===== config.mk =====
export PLATFORM = sky130hd
export DESIGN_NAME = mlt_ctrl
export DESIGN_NICKNAME = d
export VERILOG_FILES = /design/src/mlt_pkg.sv /design/src/mlt_ctrl.sv
export SDC_FILE = /design/constraint.sdc
export NUM_CORES = 1
export LEC_CHECK = 0
export ABC_AREA = 1
export BUFFER_PORTS_ARGS = -buffer_cell sky130_fd_sc_hd__buf_2
export CORE_AREA = 2 2 39 41
export DETAILED_ROUTE_END_ITERATION = 8
export DIE_AREA = 0 0 41 43
export SYNTH_ARGS = -nofsm -noshare
export SYNTH_HDL_FRONTEND = slang
export SYNTH_SLANG_ARGS = --single-unit

===== constraint.sdc =====
create_clock -name clk -period 1.7 [get_ports clk]
set_clock_uncertainty 0.15 [all_clocks]
set_input_delay 0 -clock clk [delete_from_list [all_inputs] [get_ports clk]]
set_output_delay 0 -clock clk [all_outputs]
set_load 0.05 [all_outputs]

===== src/mlt_pkg.sv =====
// Shared constants, types and a helper function of the address table.
package mlt_pkg;

    localparam int TABLE_ENTRIES = 64;
    localparam int PORT_COUNT    = 16;
    localparam int IDX_W         = (TABLE_ENTRIES > 1) ? $clog2(TABLE_ENTRIES) : 1;
    localparam int ADDR_W        = 48;
    localparam int PORT_W        = 4;
    localparam int AGE_W         = 8;
    localparam int COUNT_W       = 7;
    localparam int KIND_W        = 2;

    localparam logic [AGE_W-1:0]   AGE_MAX       = '1;
    localparam logic [COUNT_W-1:0] COUNT_MAX     = '1;
    localparam logic [AGE_W-1:0]   TIMEOUT_RESET = 8'd30;

    typedef enum logic [KIND_W-1:0] {
        KIND_LOOKUP = 2'd0,
        KIND_INSERT = 2'd1,
        KIND_TICK   = 2'd2,
        KIND_NONE   = 2'd3
    } kind_t;

    typedef struct packed {
        logic item_load;
        logic search;
        logic resolve;
        logic tick_clear;
        logic tick_read;
        logic tick_write;
        logic out_load;
    } cmd_t;

    typedef struct packed {
        kind_t kind;
        logic  tick_last;
    } stat_t;

    // Returns the index of the lowest set bit of the vector.
    function automatic logic [IDX_W-1:0] first_set(input logic [TABLE_ENTRIES-1:0] vec);
        logic [IDX_W-1:0] idx;
        idx = '0;
        for (int i = TABLE_ENTRIES - 1; i >= 0; i--) begin
            if (vec[i])
            begin
                idx = IDX_W'(i);
            end
        end
        return idx;
    endfunction

endpackage


===== src/mlt_ctrl.sv =====
// Controller state machine that sequences lookups, inserts and aging sweeps.
module mlt_ctrl (
    input  logic          clk,
    input  logic          rst_n,
    input  logic          in_valid,
    output logic          in_ready,
    output logic          out_valid,
    input  logic          out_ready,
    input  mlt_pkg::stat_t stat,
    output mlt_pkg::cmd_t  cmd
);

    typedef enum logic [5:0] {
        ST_IDLE    = 6'b000001,
        ST_SEARCH  = 6'b000010,
        ST_RESOLVE = 6'b000100,
        ST_TICK_RD = 6'b001000,
        ST_TICK_WR = 6'b010000,
        ST_DONE    = 6'b100000
    } state_t;

    state_t state_reg;
    state_t state_next;
    logic   out_valid_reg;
    logic   out_valid_next;
    logic   out_free;

    assign in_ready  = (state_reg == ST_IDLE);
    assign out_valid = out_valid_reg;
    assign out_free  = !out_valid_reg || out_ready;

    always_comb
    begin
        state_next     = state_reg;
        cmd            = '0;
        out_valid_next = out_valid_reg;
        if (out_valid_reg && out_ready)
        begin
            out_valid_next = 1'b0;
        end
        unique case (state_reg)
            ST_IDLE:
            begin
                if (in_valid)
                begin
                    cmd.item_load = 1'b1;
                    state_next    = ST_SEARCH;
                end
            end
            ST_SEARCH:
            begin
                if (stat.kind == mlt_pkg::KIND_TICK)
                begin
                    cmd.tick_clear = 1'b1;
                    state_next     = ST_TICK_RD;
                end
                else
                begin
                    cmd.search = 1'b1;
                    state_next = ST_RESOLVE;
                end
            end
            ST_RESOLVE:
            begin
                cmd.resolve = 1'b1;
                state_next  = ST_DONE;
            end
            ST_TICK_RD:
            begin
                cmd.tick_read = 1'b1;
                state_next    = ST_TICK_WR;
            end
            ST_TICK_WR:
            begin
                cmd.tick_write = 1'b1;
                state_next     = stat.tick_last ? ST_DONE : ST_TICK_RD;
            end
            ST_DONE:
            begin
                if (out_free)
                begin
                    cmd.out_load   = 1'b1;
                    out_valid_next = 1'b1;
                    state_next     = ST_IDLE;
                end
            end
            default:
            begin
                state_next = ST_IDLE;
            end
        endcase
    end

    always_ff @(posedge clk or negedge rst_n)
    begin
        if (!rst_n)
        begin
            state_reg     <= ST_IDLE;
            out_valid_reg <= 1'b0;
        end
        else
        begin
            state_reg     <= state_next;
            out_valid_reg <= out_valid_next;
        end
    end

endmodule


# Word level (Yosys, flattened, before mapping)
# Index checks and enable logic that the tools add are counted.
# op_classes
n_reduce_logical	4
muxes	19
eq_ne	9
# op_table
cell	n
$pmux 6 s6	1
$mux 6	3
$mux 1	14
$eq 6x1->1 const B	1
$eq 6x2->1 const B	1
$eq 6x3->1 const B	1
$eq 6x4->1 const B	1
$eq 6x5->1 const B	1
$eq 6x6->1 const B	1
$mux 4	1
$ne 2x2->1 const B	2
$eq 2x2->1 const B	1
$reduce_and 2->1	1
$logic_and 1x1->1	1
$logic_not 1->1	1
$logic_or 1x1->1	1
# totals
inputBits	7
reg_bits	7
wordCells	34

# Longest topological paths before layout
# depth
depth_word	4
ltp_mapped	7
depth_no_buf	7

# Least setup slack after synthesis
# No wires, ideal clock.
# synth_timing
path_type	register to output
startpoint	register out_valid (netlist name)
endpoint	output cmd[6] in the netlist's numbering
required_time_ps	1550
n_path_buf	0
t_arrival_ps	1935
stages_incl_launch_ff	6
slack_ps	-385
cell_sequence	dfrtp_1 > inv_1 > nor2_1 > inv_1 > nor2_4 > nor3_1
# synth_lines
item	line	text
to (decl)	mlt_ctrl.sv:10	output mlt_pkg::cmd_t cmd

# Final worst setup path
# layout_timing
startpoint	register state_reg[3]
endpoint	register state_reg[2]
# layout_between
elab_chain_len	3
word_cells_on_any_way	10
# layout_rtl
item	line	text
from (decl)	mlt_ctrl.sv:22	state_t state_reg;
from (signal assigned)	mlt_ctrl.sv:103	state_reg <= state_next;
$eq 6x6->1 / $eq 6x1->1 (equally long branches)	mlt_ctrl.sv:41	unique case (state_reg)
$ne 2x2->1 (no source line)	--	
$reduce_and 2->1 (no source line)	--	
# Several ways; a longest one is shown, not always the timed one.
# A chain may end at the register's enable or synchronous reset.

==> metrics <==
worst rel slew slack=81.54%; Skew-Pair Late Insertion Delay=0.26 ns; Routed WL per cell=9.911 um; worst slew pin tran=0.2760 ns; Syn. warnings=0; Crit path arrival time=1.70 ns; setup TNS=0 ns; Hold/Removal Path Class=primary input to asynchronous set/reset pin; P&R area growth vs syn=54.29%; global-route wire length before repair=1.869 mm; ANT cells=0; die width=41 um; DP Worst Slack=0.2740 ns; register area share after synthesis=40.29%; status=finished clean; RD Place Congestion=0.8018; post-synthesis xor/xnor area fraction=0%; Yosys cell types=15; register area=177.7 um^2; RSZ-0062 raised after global routing=true; setup ws final=0.05189 ns; number of H-tree levels=1; Die Y=43 um; area of the multi-input gates=226.5 um^2; Root Driver=clkbuf_4; Highest Clock Rate=606.8 MHz; total power divided by cell area=1553 nW/um^2; Syn Inst Count=58; leak pwr=0.3819 nW; max-cap check violation count=0; combinational share of power=59.7%; CTS clk-pin slew, worst paths=0.06 ns; most frequent cells in the layout=inv_1 (14), buf_2 (14), nor2_1 (9); CP Capture Type=register; Synth Area in Simple Gates=39.14%; vias per cell=4.287; clk sink count=7; final slew viol count=0; Core ar.=1384 um^2; TritonCTS buffer count=3; Max Root-Sink Buffers=2; Psw=0.0005274 W; Compound-Gate Fraction of Synth Area=6.000%; Final period util=96.95%; share of layout cells above drive strength 1=38.82%; initial antenna violation count=0; TritonCTS clock tree=done; clock share of power=15.3%; non-filler cells, final=101; final hold vios=0; FILL cells=133; sequential share of power=25.1%; post-layout min period=1.648 ns; GRT Util Overall=16.19%; Int Pwr=0.0005221 W; WHS=0.06736 ns; DRC Markers=0; Sw Ratio=50.25%; dpl cells=88; Antenna Nets Post-Route=0; CP Class=register to register; Max FO, Critical Path=5; grt total ovfl=0; die area=1763 um^2; final core utilization=48.82%; mux contribution to synthesized area=0%; CP startpoint kind=register; Final Setup Violations=0; buffers added on ports=15; largest family of logic cells by synthesized area=simple AND/OR/NAND/NOR gates; Req. time, crit path=1.75 ns; Post-Synth Adder-Cell Area=0%; FF+latch count, synth=7; syn_nets=65; largest net degree at the start of global routing=7; layout net count=93; Detail Placement HPWL=694.9 um; final WL=1.001 mm; via count=433; Pre-Repair DR Iteration Count=4; Rows=14; 1st-iter DRT viols=12; max reg flops=6; vias in the first global route=447; VDD IR max=1380 uV; Mapped Area=437.9 um^2; Mapped Avg Cell Area=7.550 um^2; I/O pin cnt=16; Initial Utilization=31.65%
-- worst max-delay path: stages, from the launching register on --
cell and delay (ns):
dfrtp_1 0.42, nor2_4 0.20, nand3_2 0.14, a21oi_1 0.13
dlygate4sd3_1 0.55
-- cell type report --
type                       count  area share (%)
inverter                      15           8.333
multi-input combinational     35           33.52
clock buffer                   4           3.889
tap                           16           2.963
timing repair buffer          24           25.00
sequential                     7           26.30
-- routing by layer --
layer	GRT usage, %	up-vias	wire length (um)
met5	0	-	0
met3	1.571	2	11
met4	16.00	0	19
li1	-	229	-
met1	19.80	195	413
met2	22.81	7	557
-- power groups by stage --
| stage | clock, W | sequential (W) | combinational (W) |
|---|---|---|---|
| CTS | 0.000166 | 0.000256 | 0.000550 |
| finish | 0.000160 | 0.000263 | 0.000626 |
| floorplan | 0 | 0.000262 | 0.000423 |
| global route | 0.000177 | 0.000272 | 0.000694 |
| detailed placement | 0 | 0.000260 | 0.000517 |
| global placement | 0 | 0.000256 | 0.000511 |
-- per-stage QoR --
stage	instance area (um^2)	total power [W]
6_report	675.6	0.001050
2_1_floorplan	442.9	0.0006857
5_1_grt	675.6	0.001143
3_5_place_dp	530.5	0.0007770
3_3_place_gp	530.5	0.0007671
4_1_cts	639.4	0.0009725
-- path summary, 6_finish.rpt --
kind	start	endpoint	slack (ns)	cells past startpoint
min reg2reg	state_reg[1]	state_reg[1]	0.50	3
max in group asynchronous	rst_n	state_reg[1]	0.61	3
max reg2reg	state_reg[3]	state_reg[2]	0.05	4
min in group clk	stat[0]	state_reg[3]	0.37	3
max	state_reg[3]	state_reg[2]	0.05	4
min	rst_n	state_reg[0]	0.07	2
-- what timing repair did --
action / in CTS / in global routing
gates resized for setup: 1 / 6
pin swaps: 0 / 2
setup buffers: 0 / 1
gates cloned: 0 / 0
endpoints found under the setup margin: 1 / 4
hold buffers: 8 / 0
endpoints found under the hold margin: 13 / 0
-- kinds of logic after synthesis --
group           count (synthesis)
compound gates                  5
buf+inv                        16
flops                           7
simple gates                   30
-- Yosys cell counts (all sizes together) --
cell | number | area share, %
nor2 | 16 | 22
inv | 15 | 13
nand3 | 7 | 10
dfrtp | 6 | 34
nand2 | 5 | 4.3
a21oi | 3 | 3.4
nor3 | 2 | 2.3
buf | 1 | 1.7
dfstp | 1 | 6.0
o21ai | 1 | 1.1
o22ai | 1 | 1.4
Note: power is estimated with default switching activity, not from simulation.
